==> config.mk <==
export PLATFORM = sky130hd
export DESIGN_NAME = tim_image_stream_decoder
export DESIGN_NICKNAME = d
export VERILOG_FILES = /design/src/sv/timdec_pkg.sv /design/src/sv/timdec_front.sv /design/src/sv/timdec_fifo.sv /design/src/sv/timdec_back.sv /design/src/sv/tim_image_stream_decoder.sv
export SDC_FILE = /design/constraint.sdc
export NUM_CORES = 2
export LEC_CHECK = 0
export ABC_AREA = 1
export ABC_CLOCK_PERIOD_IN_PS = 18600
export BUFFER_PORTS_ARGS = -buffer_cell sky130_fd_sc_hd__buf_2
export CAP_MARGIN = 25
export CELL_PAD_IN_SITES_DETAIL_PLACEMENT = 0
export CELL_PAD_IN_SITES_GLOBAL_PLACEMENT = 2
export CORE_MARGIN = 5
export CORE_UTILIZATION = 42
export CTS_CLUSTER_DIAMETER = 200
export DETAILED_ROUTE_END_ITERATION = 12
export PLACE_DENSITY_LB_ADDON = 0.1
export SYNTH_ARGS = -nofsm -noshare
export SYNTH_HDL_FRONTEND = slang
export SYNTH_SLANG_ARGS = --single-unit
export TNS_END_PERCENT = 30
==> constraint.sdc <==
create_clock -name i_clk -period 18.6 [get_ports i_clk]
set_clock_uncertainty 0.2 [all_clocks]
set_input_delay 1.86 -clock i_clk [delete_from_list [all_inputs] [get_ports i_clk]]
set_output_delay 1.86 -clock i_clk [all_outputs]
set_load 0.01 [all_outputs]
==> src/sv/timdec_pkg.sv <==
// ============================================================================
// timdec_pkg: shared types and constants of the TIM image stream decoder
// Parser phases, queue record layout, result layout and color conversion.
// ============================================================================
package timdec_pkg;

    localparam logic [31:0] MAGIC_WORD    = 32'h0000_0010;
    localparam logic [7:0]  TYPE_4BPP     = 8'(1 << 3);
    localparam logic [7:0]  TYPE_8BPP     = 8'((1 << 3) | 1);
    localparam logic [7:0]  TYPE_15BPP    = 8'h02;
    localparam logic [11:0] MAX_ROW_WIDTH = 12'd4095;
    localparam logic [33:0] PAL_HDR_BYTES = 34'd12;

    // byte positions inside a 12-byte block header
    localparam logic [3:0]  WORD_END      = 4'd3;
    localparam logic [3:0]  HDR_RSV_END   = 4'd7;
    localparam logic [3:0]  HDR_LO_END    = 4'd9;
    localparam logic [3:0]  HDR_HI_END    = 4'd11;

    localparam logic [1:0]  ERR_MAGIC     = 2'd0;
    localparam logic [1:0]  ERR_TYPE      = 2'd1;
    localparam logic [1:0]  ERR_OVERRUN   = 2'd2;
    localparam logic [1:0]  ERR_TRUNC     = 2'd3;
    localparam logic [1:0]  CODE_NONE     = 2'd0;

    localparam logic        CFG_FORCED_WIDTH  = 1'b0;
    localparam logic        CFG_FORCED_HEIGHT = 1'b1;

    localparam int          FIFO_DEPTH    = 4;
    localparam int          FIFO_AW       = $clog2(FIFO_DEPTH);

    typedef enum logic [3:0] {
        PH_MAGIC,
        PH_TYPE,
        PH_PALHDR,
        PH_PALCHK,
        PH_PALDATA,
        PH_PALSKIP,
        PH_PIXHDR,
        PH_PIXDATA,
        PH_IDLE
    } t_phase;

    typedef enum logic [2:0] {
        K_PAL,
        K_INDEX,
        K_COLOR,
        K_ERROR,
        K_DONE
    } t_kind;

    typedef enum logic [2:0] {
        OP_NONE,
        OP_PAL,
        OP_NIB1,
        OP_NIB2,
        OP_IDX8,
        OP_COLOR
    } t_op;

    typedef enum logic [1:0] {
        TL_NONE,
        TL_DONE,
        TL_ERROR
    } t_tail;

    // one classified input byte
    typedef struct packed {
        t_op         op;
        t_tail       tail;
        logic [1:0]  code;
        logic [15:0] data;
        logic [11:0] x;
        logic [15:0] y;
    } t_rec;

    typedef struct packed {
        t_kind       kind;
        logic [15:0] value;
        logic [11:0] x;
        logic [15:0] y;
        logic [1:0]  code;
    } t_result;

    function automatic logic [15:0] abgr_to_rgba(input logic [15:0] c);
        logic a;
        a = c[15] | (|c[14:0]);
        return {c[4:0], c[9:5], c[14:10], a};
    endfunction

    function automatic logic [1:0] rec_count(input t_rec r);
        logic [1:0] m;
        case (r.op)
            OP_NONE: m = 2'd0;
            OP_NIB2: m = 2'd2;
            default: m = 2'd1;
        endcase
        return m + ((r.tail != TL_NONE) ? 2'd1 : 2'd0);
    endfunction

endpackage

==> src/sv/timdec_front.sv <==
// ============================================================================
// timdec_front: TIM file parser
// Accepts one byte per transaction, tracks the file structure and classifies
// each byte into a record of the results it causes.
// ============================================================================
module timdec_front (
    input  logic              i_clk,
    input  logic              i_rst_n,
    input  logic              i_valid,
    output logic              o_ready,
    input  logic [7:0]        i_byte,
    input  logic              i_eos,
    input  logic [11:0]       i_forced_width,
    input  logic [8:0]        i_forced_height,
    input  logic              i_full,
    output logic              o_push,
    output timdec_pkg::t_rec  o_rec
);
    import timdec_pkg::*;

    t_phase      r_phase, n_phase;
    logic [3:0]  r_cnt, n_cnt;
    logic [31:0] r_shift, n_shift;
    logic [7:0]  r_type, n_type;
    logic [15:0] r_ent, n_ent;
    logic [15:0] r_sets, n_sets;
    logic [15:0] r_ent_ctr, n_ent_ctr;
    logic [15:0] r_set_ctr, n_set_ctr;
    logic [31:0] r_skip, n_skip;
    logic [11:0] r_row_width, n_row_width;
    logic [15:0] r_row_count, n_row_count;
    logic [11:0] r_col, n_col;
    logic [15:0] r_row, n_row;
    logic [7:0]  r_low, n_low;
    logic [31:0] r_prod, n_prod;
    logic        r_eos_hold, n_eos_hold;
    logic        r_held_pend, n_held_pend;

    logic        w_accept, w_step, w_eos, w_defer;
    logic [31:0] w_sh;
    logic [33:0] w_need;
    logic        w_over;
    logic [31:0] w_skip_left;
    logic        w_type4, w_type8;
    logic [12:0] w_c1, w_c2, w_col_new;
    logic        w_nib2, w_wrap, w_img_end, w_pix_emit;
    logic [15:0] w_row_new;
    logic [16:0] w_ent_inc, w_set_inc;
    logic [17:0] w_hw;
    logic [11:0] w_rw_new;
    logic [15:0] w_rc_new;

    // datapath helpers
    always_comb begin
        w_sh        = r_shift | (32'(i_byte) << {r_cnt[1:0], 3'b000});
        w_need      = PAL_HDR_BYTES + {1'b0, r_prod, 1'b0};
        w_over      = w_need > {2'b00, r_skip};
        w_skip_left = r_skip - w_need[31:0];
        w_type4     = (r_type == TYPE_4BPP);
        w_type8     = (r_type == TYPE_8BPP);
        w_c1        = {1'b0, r_col} + 13'd1;
        w_c2        = {1'b0, r_col} + 13'd2;
        w_nib2      = w_type4 && (w_c1 < {1'b0, r_row_width});
        w_col_new   = w_nib2 ? w_c2 : w_c1;
        w_wrap      = w_col_new >= {1'b0, r_row_width};
        w_row_new   = r_row + 16'd1;
        w_img_end   = w_wrap && (w_row_new >= r_row_count);
        w_pix_emit  = w_type4 || w_type8 || r_cnt[0];
        w_ent_inc   = {1'b0, r_ent_ctr} + 17'd1;
        w_set_inc   = {1'b0, r_set_ctr} + 17'd1;
        case (r_type)
            TYPE_4BPP: w_hw = {w_sh[15:0], 2'b00};
            TYPE_8BPP: w_hw = {1'b0, w_sh[15:0], 1'b0};
            default:   w_hw = {2'b00, w_sh[15:0]};
        endcase
        w_rw_new = (w_hw > 18'(MAX_ROW_WIDTH)) ? MAX_ROW_WIDTH : w_hw[11:0];
        if (i_forced_width != '0) begin
            w_rw_new = i_forced_width;
        end
        w_rc_new = (i_forced_height != '0) ? {7'b0, i_forced_height} : w_sh[31:16];
    end

    // outputs: handshake and classified record
    always_comb begin
        o_ready  = (r_phase != PH_PALCHK) && !i_full;
        w_accept = i_valid && o_ready;
        w_step   = 1'b0;
        w_eos    = 1'b0;
        w_defer  = 1'b0;
        o_rec.op   = OP_NONE;
        o_rec.tail = TL_NONE;
        o_rec.code = CODE_NONE;
        o_rec.data = {8'b0, i_byte};
        o_rec.x    = r_col;
        o_rec.y    = r_row;
        if (r_phase == PH_PALCHK) begin
            w_step = !i_full;
            w_eos  = r_eos_hold;
            if (w_over) begin
                o_rec.tail = TL_ERROR;
                o_rec.code = ERR_OVERRUN;
            end
        end else if (w_accept) begin
            w_step = 1'b1;
            w_eos  = i_eos;
            case (r_phase)
                PH_MAGIC: begin
                    if (r_cnt == WORD_END && w_sh != MAGIC_WORD) begin
                        o_rec.tail = TL_ERROR;
                        o_rec.code = ERR_MAGIC;
                    end
                end
                PH_TYPE: begin
                    if (r_cnt == WORD_END &&
                        !(w_sh[7:0] inside {TYPE_4BPP, TYPE_8BPP, TYPE_15BPP})) begin
                        o_rec.tail = TL_ERROR;
                        o_rec.code = ERR_TYPE;
                    end
                end
                PH_PALHDR: begin
                    w_defer = (r_cnt == HDR_HI_END);
                end
                PH_PALDATA: begin
                    if (r_cnt[0]) begin
                        o_rec.op   = OP_PAL;
                        o_rec.data = {i_byte, r_low};
                        o_rec.x    = r_ent_ctr[11:0];
                        o_rec.y    = r_set_ctr;
                    end
                end
                PH_PIXHDR: begin
                    if (r_cnt == HDR_HI_END && (r_row_width == '0 || w_rc_new == '0)) begin
                        o_rec.tail = TL_DONE;
                    end
                end
                PH_PIXDATA: begin
                    if (w_type4) begin
                        o_rec.op = w_nib2 ? OP_NIB2 : OP_NIB1;
                    end else if (w_type8) begin
                        o_rec.op = OP_IDX8;
                    end else if (r_cnt[0]) begin
                        o_rec.op   = OP_COLOR;
                        o_rec.data = {i_byte, r_low};
                    end
                    if (w_pix_emit && w_img_end) begin
                        o_rec.tail = TL_DONE;
                    end
                end
                default: ;
            endcase
        end
        if (w_step && w_eos && !w_defer && o_rec.tail == TL_NONE && r_phase != PH_IDLE) begin
            o_rec.tail = TL_ERROR;
            o_rec.code = ERR_TRUNC;
        end
        o_push = w_step && !w_defer && (rec_count(o_rec) != 2'd0 || r_held_pend);
    end

    // next state
    always_comb begin
        n_phase     = r_phase;
        n_cnt       = r_cnt;
        n_shift     = r_shift;
        n_type      = r_type;
        n_ent       = r_ent;
        n_sets      = r_sets;
        n_ent_ctr   = r_ent_ctr;
        n_set_ctr   = r_set_ctr;
        n_skip      = r_skip;
        n_row_width = r_row_width;
        n_row_count = r_row_count;
        n_col       = r_col;
        n_row       = r_row;
        n_low       = r_low;
        n_prod      = r_prod;
        n_eos_hold  = r_eos_hold;
        n_held_pend = o_push ? (rec_count(o_rec) == 2'd3) : r_held_pend;

        if (w_step) begin
            case (r_phase)
                PH_MAGIC: begin
                    n_shift = w_sh;
                    n_cnt   = r_cnt + 4'd1;
                    if (r_cnt == WORD_END) begin
                        if (w_sh != MAGIC_WORD) begin
                            n_phase = PH_IDLE;
                        end else begin
                            n_phase = PH_TYPE;
                            n_cnt   = '0;
                            n_shift = '0;
                        end
                    end
                end
                PH_TYPE: begin
                    n_shift = w_sh;
                    n_cnt   = r_cnt + 4'd1;
                    if (r_cnt == WORD_END) begin
                        n_type  = w_sh[7:0];
                        n_cnt   = '0;
                        n_shift = '0;
                        if (w_sh[7:0] inside {TYPE_4BPP, TYPE_8BPP}) begin
                            n_phase = PH_PALHDR;
                        end else if (w_sh[7:0] == TYPE_15BPP) begin
                            n_phase = PH_PIXHDR;
                        end else begin
                            n_phase = PH_IDLE;
                        end
                    end
                end
                PH_PALHDR: begin
                    n_shift = w_sh;
                    n_cnt   = r_cnt + 4'd1;
                    case (r_cnt)
                        WORD_END: begin
                            n_skip  = w_sh;
                            n_shift = '0;
                        end
                        HDR_RSV_END: n_shift = '0;
                        HDR_LO_END:  n_ent   = w_sh[15:0];
                        HDR_HI_END: begin
                            n_sets     = w_sh[31:16];
                            n_prod     = r_ent * w_sh[31:16];
                            n_eos_hold = i_eos;
                            n_phase    = PH_PALCHK;
                        end
                        default: ;
                    endcase
                end
                PH_PALCHK: begin
                    if (w_over) begin
                        n_phase = PH_IDLE;
                    end else begin
                        n_skip    = w_skip_left;
                        n_ent_ctr = '0;
                        n_set_ctr = '0;
                        n_cnt     = '0;
                        n_shift   = '0;
                        if (r_ent == '0 || r_sets == '0) begin
                            n_phase = (w_skip_left != '0) ? PH_PALSKIP : PH_PIXHDR;
                        end else begin
                            n_phase = PH_PALDATA;
                        end
                    end
                end
                PH_PALDATA: begin
                    if (!r_cnt[0]) begin
                        n_low = i_byte;
                        n_cnt = 4'd1;
                    end else begin
                        n_cnt     = '0;
                        n_ent_ctr = w_ent_inc[15:0];
                        if (w_ent_inc >= {1'b0, r_ent}) begin
                            n_ent_ctr = '0;
                            n_set_ctr = w_set_inc[15:0];
                            if (w_set_inc >= {1'b0, r_sets}) begin
                                n_phase = (r_skip != '0) ? PH_PALSKIP : PH_PIXHDR;
                                n_shift = '0;
                            end
                        end
                    end
                end
                PH_PALSKIP: begin
                    n_skip = r_skip - 32'd1;
                    if (r_skip == 32'd1) begin
                        n_phase = PH_PIXHDR;
                        n_cnt   = '0;
                        n_shift = '0;
                    end
                end
                PH_PIXHDR: begin
                    n_shift = w_sh;
                    n_cnt   = r_cnt + 4'd1;
                    case (r_cnt)
                        WORD_END, HDR_RSV_END: n_shift = '0;
                        HDR_LO_END: n_row_width = w_rw_new;
                        HDR_HI_END: begin
                            n_row_count = w_rc_new;
                            n_col       = '0;
                            n_row       = '0;
                            n_cnt       = '0;
                            n_shift     = '0;
                            n_phase     = (r_row_width == '0 || w_rc_new == '0) ?
                                          PH_IDLE : PH_PIXDATA;
                        end
                        default: ;
                    endcase
                end
                PH_PIXDATA: begin
                    if (!w_type4 && !w_type8) begin
                        n_cnt = r_cnt[0] ? 4'd0 : 4'd1;
                        if (!r_cnt[0]) begin
                            n_low = i_byte;
                        end
                    end
                    if (w_pix_emit) begin
                        if (w_wrap) begin
                            n_col = '0;
                            n_row = w_row_new;
                            if (w_img_end) begin
                                n_phase = PH_IDLE;
                            end
                        end else begin
                            n_col = w_col_new[11:0];
                        end
                    end
                end
                default: ;
            endcase

            if (w_eos && !w_defer) begin
                n_phase     = PH_MAGIC;
                n_cnt       = '0;
                n_shift     = '0;
                n_type      = '0;
                n_ent       = '0;
                n_sets      = '0;
                n_ent_ctr   = '0;
                n_set_ctr   = '0;
                n_skip      = '0;
                n_row_width = '0;
                n_row_count = '0;
                n_col       = '0;
                n_row       = '0;
                n_low       = '0;
            end
        end
    end

    always_ff @(posedge i_clk) begin
        if (!i_rst_n) begin
            r_phase     <= PH_MAGIC;
            r_cnt       <= '0;
            r_shift     <= '0;
            r_type      <= '0;
            r_ent       <= '0;
            r_sets      <= '0;
            r_ent_ctr   <= '0;
            r_set_ctr   <= '0;
            r_skip      <= '0;
            r_row_width <= '0;
            r_row_count <= '0;
            r_col       <= '0;
            r_row       <= '0;
            r_low       <= '0;
            r_prod      <= '0;
            r_eos_hold  <= 1'b0;
            r_held_pend <= 1'b0;
        end else begin
            r_phase     <= n_phase;
            r_cnt       <= n_cnt;
            r_shift     <= n_shift;
            r_type      <= n_type;
            r_ent       <= n_ent;
            r_sets      <= n_sets;
            r_ent_ctr   <= n_ent_ctr;
            r_set_ctr   <= n_set_ctr;
            r_skip      <= n_skip;
            r_row_width <= n_row_width;
            r_row_count <= n_row_count;
            r_col       <= n_col;
            r_row       <= n_row;
            r_low       <= n_low;
            r_prod      <= n_prod;
            r_eos_hold  <= n_eos_hold;
            r_held_pend <= n_held_pend;
        end
    end

endmodule

==> src/sv/timdec_fifo.sv <==
// ============================================================================
// timdec_fifo: record queue
// Short register queue between the parser and the result generator.
// ============================================================================
module timdec_fifo (
    input  logic              i_clk,
    input  logic              i_rst_n,
    input  logic              i_push,
    input  timdec_pkg::t_rec  i_rec,
    output logic              o_full,
    input  logic              i_pop,
    output logic              o_empty,
    output timdec_pkg::t_rec  o_rec
);
    import timdec_pkg::*;

    t_rec                r_mem [FIFO_DEPTH];
    logic [FIFO_AW-1:0]  r_wp, n_wp;
    logic [FIFO_AW-1:0]  r_rp, n_rp;
    logic [FIFO_AW:0]    r_count, n_count;

    always_comb begin
        o_full  = (r_count == (FIFO_AW+1)'(FIFO_DEPTH));
        o_empty = (r_count == '0);
        o_rec   = r_mem[r_rp];
        n_wp    = i_push ? r_wp + 1'b1 : r_wp;
        n_rp    = i_pop ? r_rp + 1'b1 : r_rp;
        n_count = r_count + (i_push ? 1'b1 : 1'b0) - (i_pop ? 1'b1 : 1'b0);
    end

    always_ff @(posedge i_clk) begin
        if (i_push) begin
            r_mem[r_wp] <= i_rec;
        end
    end

    always_ff @(posedge i_clk) begin
        if (!i_rst_n) begin
            r_wp    <= '0;
            r_rp    <= '0;
            r_count <= '0;
        end else begin
            r_wp    <= n_wp;
            r_rp    <= n_rp;
            r_count <= n_count;
        end
    end

endmodule

==> src/sv/timdec_back.sv <==
// ============================================================================
// timdec_back: result generator
// Expands queued records into results, at most two per byte with the
// overflow result held for the next byte, through a registered output.
// ============================================================================
module timdec_back (
    input  logic                 i_clk,
    input  logic                 i_rst_n,
    input  logic                 i_empty,
    input  timdec_pkg::t_rec     i_rec,
    output logic                 o_pop,
    output logic                 o_valid,
    input  logic                 i_ready,
    output timdec_pkg::t_result  o_res,
    output logic                 o_last
);
    import timdec_pkg::*;

    logic     r_out_valid, n_out_valid;
    t_result  r_out, n_out;
    logic     r_last, n_last;
    logic     r_idx, n_idx;
    logic     r_held_valid, n_held_valid;
    t_result  r_held, n_held;

    t_result     w_main0, w_main1, w_tail;
    t_result     w_r0, w_r1, w_r2;
    t_result     w_l0, w_l1, w_l2;
    logic [1:0]  w_mn, w_rn;
    logic [2:0]  w_n;
    logic [1:0]  w_e;
    logic        w_load, w_is_last;

    always_comb begin
        w_main0 = '{kind: K_INDEX, value: {12'b0, i_rec.data[3:0]},
                    x: i_rec.x, y: i_rec.y, code: CODE_NONE};
        w_main1 = '{kind: K_INDEX, value: {12'b0, i_rec.data[7:4]},
                    x: i_rec.x + 12'd1, y: i_rec.y, code: CODE_NONE};
        w_mn    = 2'd1;
        case (i_rec.op)
            OP_PAL: begin
                w_main0.kind  = K_PAL;
                w_main0.value = abgr_to_rgba(i_rec.data);
            end
            OP_NIB1: ;
            OP_NIB2: w_mn = 2'd2;
            OP_IDX8: w_main0.value = {8'b0, i_rec.data[7:0]};
            OP_COLOR: begin
                w_main0.kind  = K_COLOR;
                w_main0.value = abgr_to_rgba(i_rec.data);
            end
            default: w_mn = 2'd0;
        endcase
        w_tail = '{kind: (i_rec.tail == TL_DONE) ? K_DONE : K_ERROR,
                   value: '0, x: '0, y: '0, code: i_rec.code};
        w_rn = rec_count(i_rec);
        w_r0 = (w_mn != 2'd0) ? w_main0 : w_tail;
        w_r1 = (w_mn == 2'd2) ? w_main1 : w_tail;
        w_r2 = w_tail;

        // a held result goes ahead of this byte's own results
        if (r_held_valid) begin
            w_l0 = r_held;
            w_l1 = w_r0;
            w_l2 = w_r1;
        end else begin
            w_l0 = w_r0;
            w_l1 = w_r1;
            w_l2 = w_r2;
        end
        w_n = {1'b0, w_rn} + {2'b00, r_held_valid};
        w_e = (w_n > 3'd2) ? 2'd2 : w_n[1:0];
        w_is_last = ({1'b0, r_idx} == w_e - 2'd1);
        w_load = !i_empty && (!r_out_valid || i_ready);
    end

    always_comb begin
        n_out_valid  = r_out_valid && !i_ready;
        n_out        = r_out;
        n_last       = r_last;
        n_idx        = r_idx;
        n_held_valid = r_held_valid;
        n_held       = r_held;
        o_pop        = 1'b0;
        if (w_load) begin
            if (w_e == 2'd0) begin
                o_pop = 1'b1;
            end else begin
                n_out_valid = 1'b1;
                n_out       = r_idx ? w_l1 : w_l0;
                n_last      = w_is_last;
                if (w_is_last) begin
                    o_pop        = 1'b1;
                    n_idx        = 1'b0;
                    n_held_valid = (w_n == 3'd3);
                    n_held       = w_l2;
                end else begin
                    n_idx = 1'b1;
                end
            end
        end
    end

    assign o_valid = r_out_valid;
    assign o_res   = r_out;
    assign o_last  = r_last;

    always_ff @(posedge i_clk) begin
        r_out  <= n_out;
        r_last <= n_last;
        r_held <= n_held;
    end

    always_ff @(posedge i_clk) begin
        if (!i_rst_n) begin
            r_out_valid  <= 1'b0;
            r_idx        <= 1'b0;
            r_held_valid <= 1'b0;
        end else begin
            r_out_valid  <= n_out_valid;
            r_idx        <= n_idx;
            r_held_valid <= n_held_valid;
        end
    end

endmodule

==> src/sv/tim_image_stream_decoder.sv <==
// Decodes a TIM image file streamed in one byte per transaction and emits
// palette entries, pixel indices or RGBA5551 pixels, plus error and done
// markers. The parser takes one byte per cycle while its four-entry record
// queue has room; the result side hands out one result per cycle while the
// result channel is ready, so bytes of 4-bit images (two pixels each) go
// slower than the rest, which sustain one per cycle. After the last byte of
// a palette header input pauses while the palette length is checked against
// the entry total from the multiplier. No clearing pass follows reset.
// ============================================================================
// tim_image_stream_decoder: TIM image stream decoder top level
// Configuration registers, parser, record queue and result generator.
// ============================================================================
module tim_image_stream_decoder (
    input  logic        i_clk,
    input  logic        i_rst_n,
    input  logic        i_s_tvalid,
    output logic        o_s_tready,
    input  logic [7:0]  i_s_tdata,   // [7:0] byte_value
    input  logic        i_s_tlast,
    output logic        o_m_tvalid,
    input  logic        i_m_tready,
    output logic [47:0] o_m_tdata,   // [15:0] value, [27:16] pos_x, [43:28] pos_y,
                                     // [45:44] error_code, [47:46] zero
    output logic [2:0]  o_m_tuser,   // [2:0] kind
    output logic        o_m_tlast,
    input  logic        i_cfg_we,
    input  logic        i_cfg_idx,
    input  logic [11:0] i_cfg_data
);
    import timdec_pkg::*;

    logic [11:0] r_forced_width;
    logic [8:0]  r_forced_height;

    logic    w_push, w_full, w_pop, w_empty;
    t_rec    w_rec_in, w_rec_out;
    t_result w_res;

    always_ff @(posedge i_clk) begin
        if (!i_rst_n) begin
            r_forced_width  <= '0;
            r_forced_height <= '0;
        end else if (i_cfg_we) begin
            case (i_cfg_idx)
                CFG_FORCED_WIDTH:  r_forced_width  <= i_cfg_data;
                CFG_FORCED_HEIGHT: r_forced_height <= i_cfg_data[8:0];
                default: ;
            endcase
        end
    end

    timdec_front u_front (
        .i_clk           (i_clk),
        .i_rst_n         (i_rst_n),
        .i_valid         (i_s_tvalid),
        .o_ready         (o_s_tready),
        .i_byte          (i_s_tdata),
        .i_eos           (i_s_tlast),
        .i_forced_width  (r_forced_width),
        .i_forced_height (r_forced_height),
        .i_full          (w_full),
        .o_push          (w_push),
        .o_rec           (w_rec_in)
    );

    timdec_fifo u_fifo (
        .i_clk   (i_clk),
        .i_rst_n (i_rst_n),
        .i_push  (w_push),
        .i_rec   (w_rec_in),
        .o_full  (w_full),
        .i_pop   (w_pop),
        .o_empty (w_empty),
        .o_rec   (w_rec_out)
    );

    timdec_back u_back (
        .i_clk   (i_clk),
        .i_rst_n (i_rst_n),
        .i_empty (w_empty),
        .i_rec   (w_rec_out),
        .o_pop   (w_pop),
        .o_valid (o_m_tvalid),
        .i_ready (i_m_tready),
        .o_res   (w_res),
        .o_last  (o_m_tlast)
    );

    assign o_m_tdata = {2'b00, w_res.code, w_res.y, w_res.x, w_res.value};
    assign o_m_tuser = w_res.kind;

endmodule

==> metrics.cfg <==
[cts]
htreeDepth=3
cts_tree=built
clkTransAtPathRegs_ns=0.05
clockBufferDepth=3
clkLatencyLatePin_ns=0.64
cts_buffers=69
clockRootBuffer=clkbuf_16
postCtsSetupRepairBufs=0
hold_buffers=0
clock_sinks=566
cts_resized=0

[worst_setup_path]
startpoint_type=primary input
critPathArrivalTime_ns=8.44
crit_type=primary input to flip-flop
critPathMaxFanout=12
cpPeakStageDelay_ns=0.55
critPathMostFrequentCell=nand2_1
cp_slowest_cell=fa_1
cp.required_ns=18.94
worstSetupEndpointType=flip-flop

[logic_synthesis]
synthesis.instances=5365
netlist_area_mm2=0.0410
dominantRegCellSynth=edfxtp_1
async_flop_share_pct=0
synth_edf_count=291
yosysWarnings=0
synth_area_per_cell_um2=7.64
synth_seq_cells=566
synth.distinct_cells=69
ys_seq_area_share_pct=34.8

[layout]
layout_commonest_cell=nand2_1
insertedDiodeCount=0
nets=5848
final_cell_mix=1135 x nand2_1, 883 x inv_1, 636 x nor2_1
syn_to_final_growth_pct=9.58
fin_util_pct=46.4
drive_gt1_share_pct=5.61

[routing]
avgViaCountPerCell=5.24
via_count=35100
drc=0
wl_per_cell_um=20.7
initialDrtViolationCount=2707
ant_nets=0
drt-pass1-iter-count=8
wirelength_um=138000

[sta]
fmax_ghz=0.123
finalSetupViolCount=0
min_period_ns=8.11
fin_ws_ns=10.49
fin_tns_setup_ns=0
fin_crit_sh_pct=43.6
drv_slew=0
rsz0062_at_grt=no
finalHoldViolations=0
maxSlewHeadroom_pct=29.2
worst_pin_slew_ns=1.05

[placement]
dp_hpwl_um=107000
port_buffers=78
gp_congestion=0.926
place_ws_ns=9.90

[die]
dieArea_mm2=0.104
die_y_um=322
ios=81
coreArea_mm2=0.0967
start_util_pct=42.4
die_width_um=322
rows=114

[grt]
antenna_found_initial=1
grt_start_max_net_pins=71
gr-usage-all-layers_pct=26.3
grt_overflow_total=0
grt_pass1_vias=34000
grt_pass1_wl_um=212000

[job]
drv_cap=0

[pwr]
power_density_mw_per_mm2=99.9
power.leakage_nw=20.4
peakVddDrop_uv=67.5
power_mw=4.49

[outcome]
outcome=completed

[worst_hold_path]
hp-class=flip-flop to flip-flop

report_power, final:
part,total [mW],switching (mW),internal (mW)
sequential,1.54,0.0572,1.48
clock,1.37,0.562,0.811
combinational,1.57,1.15,0.426
registers in the layout, indices dropped and copies added, names as in the netlist, 32 cells and up, named ones only:
signal and count:
u_back.r_held 37, u_fifo.r_mem 204, u_front.r_prod 32, u_front.r_shift 32, u_front.r_skip 32, u_back.o_res 49
layer usage:
layer | routed length, um | GRT usage (%)
met2 | 66300 | 45.0
met3 | 6460 | 2.84
met4 | 4700 | 8.32
met1 | 61000 | 35.3
met5 | 13 | 0
cell families (layout without fill, tap and decap cells):
logic type | after synthesis | in the layout | share of synthesized area [%]
simple gates | 2170 | 2170 | 21.7
buf+inv | 1117 | 1173 | 10.5
compound gates | 940 | 940 | 13.1
flops | 566 | 566 | 34.8
fa+ha+maj | 453 | 453 | 17.4
xor+xnor | 116 | 116 | 2.48
mux | 2 | 2 | 0.0489
other cells | 1 | 2 | 0.00915
final cells by class:
| cell class | count | area [um2] |
|---|---|---|
| clock buffer | 90 | 1900 |
| clock inverter | 35 | 399 |
| fill | 9904 | 51800 |
| inverter | 919 | 3460 |
| multi-input combinational | 3683 | 22500 |
| sequential | 566 | 14200 |
| tap | 1276 | 1600 |
| timing repair buffer | 129 | 813 |
path summary, 6_finish.rpt:
| kind | start | to | slack, ns | cells after the start |
|---|---|---|---|---|
| hold / removal | u_front.r_low[6]$_SDFFE_PN0P_ | u_front.r_low[6]$_SDFFE_PN0P_ | 0.26 | 2 |
| setup reg to reg | u_front.r_cnt[0]$_SDFFE_PN0P_ | u_front.r_prod[27]$_SDFFE_PN0P_ | 10.97 | 31 |
| setup / recovery | i_s_tdata[2] | u_front.r_prod[27]$_SDFFE_PN0P_ | 10.49 | 30 |
| hold reg to reg | u_front.r_low[6]$_SDFFE_PN0P_ | u_front.r_low[6]$_SDFFE_PN0P_ | 0.26 | 2 |
worst max-delay path, delay by kind of cell:
kind / cells / cell delay [ns]
simple gates: 9 / 1.33
buf+inv: 7 / 0.85
compound gates: 7 / 1.32
fa+ha+maj: 7 / 3.05
synth_stat cells, types with 6 or more instances:
cell type,number,area (um2)
o211ai_1,31,233
buf_2,42,210
nor2_1,644,2420
a21oi_1,339,1700
nor3_1,74,370
nor2_2,6,37.5
fa_1,196,3920
inv_2,22,82.6
a32oi_1,15,131
nand3_1,180,901
o221ai_1,19,166
o22ai_1,62,388
nand2_1,1135,4260
o21ai_1,7,35.0
o21ai_0,347,1740
or2_2,6,37.5
buf_4,8,60.1
inv_1,885,3320
a31oi_1,18,113
edfxtp_1,291,8740
xnor2_1,23,201
nand3b_1,9,67.6
dfxtp_1,275,5510
nor4_1,24,150
a211oi_1,56,420
buf_1,6,22.5
clkbuf_1,138,518
xor2_1,93,815
nand4_1,72,450
ha_1,257,3220
clkinv_1,10,37.5
stage by stage:
| step | instances | cell area (um2) | hold WS, ns |
|---|---|---|---|
| 2_1_floorplan | 5366 | 41000 | 0.232 |
| 3_3_place_gp | 6568 | 42500 | 0.247 |
| 3_5_place_dp | 6571 | 42500 | 0.248 |
| 4_1_cts | 6696 | 44800 | 0.258 |
| 5_1_grt | 6698 | 44900 | 0.275 |
| 6_report | 6698 | 44900 | 0.256 |
Note: power is estimated with default switching activity, not from simulation.
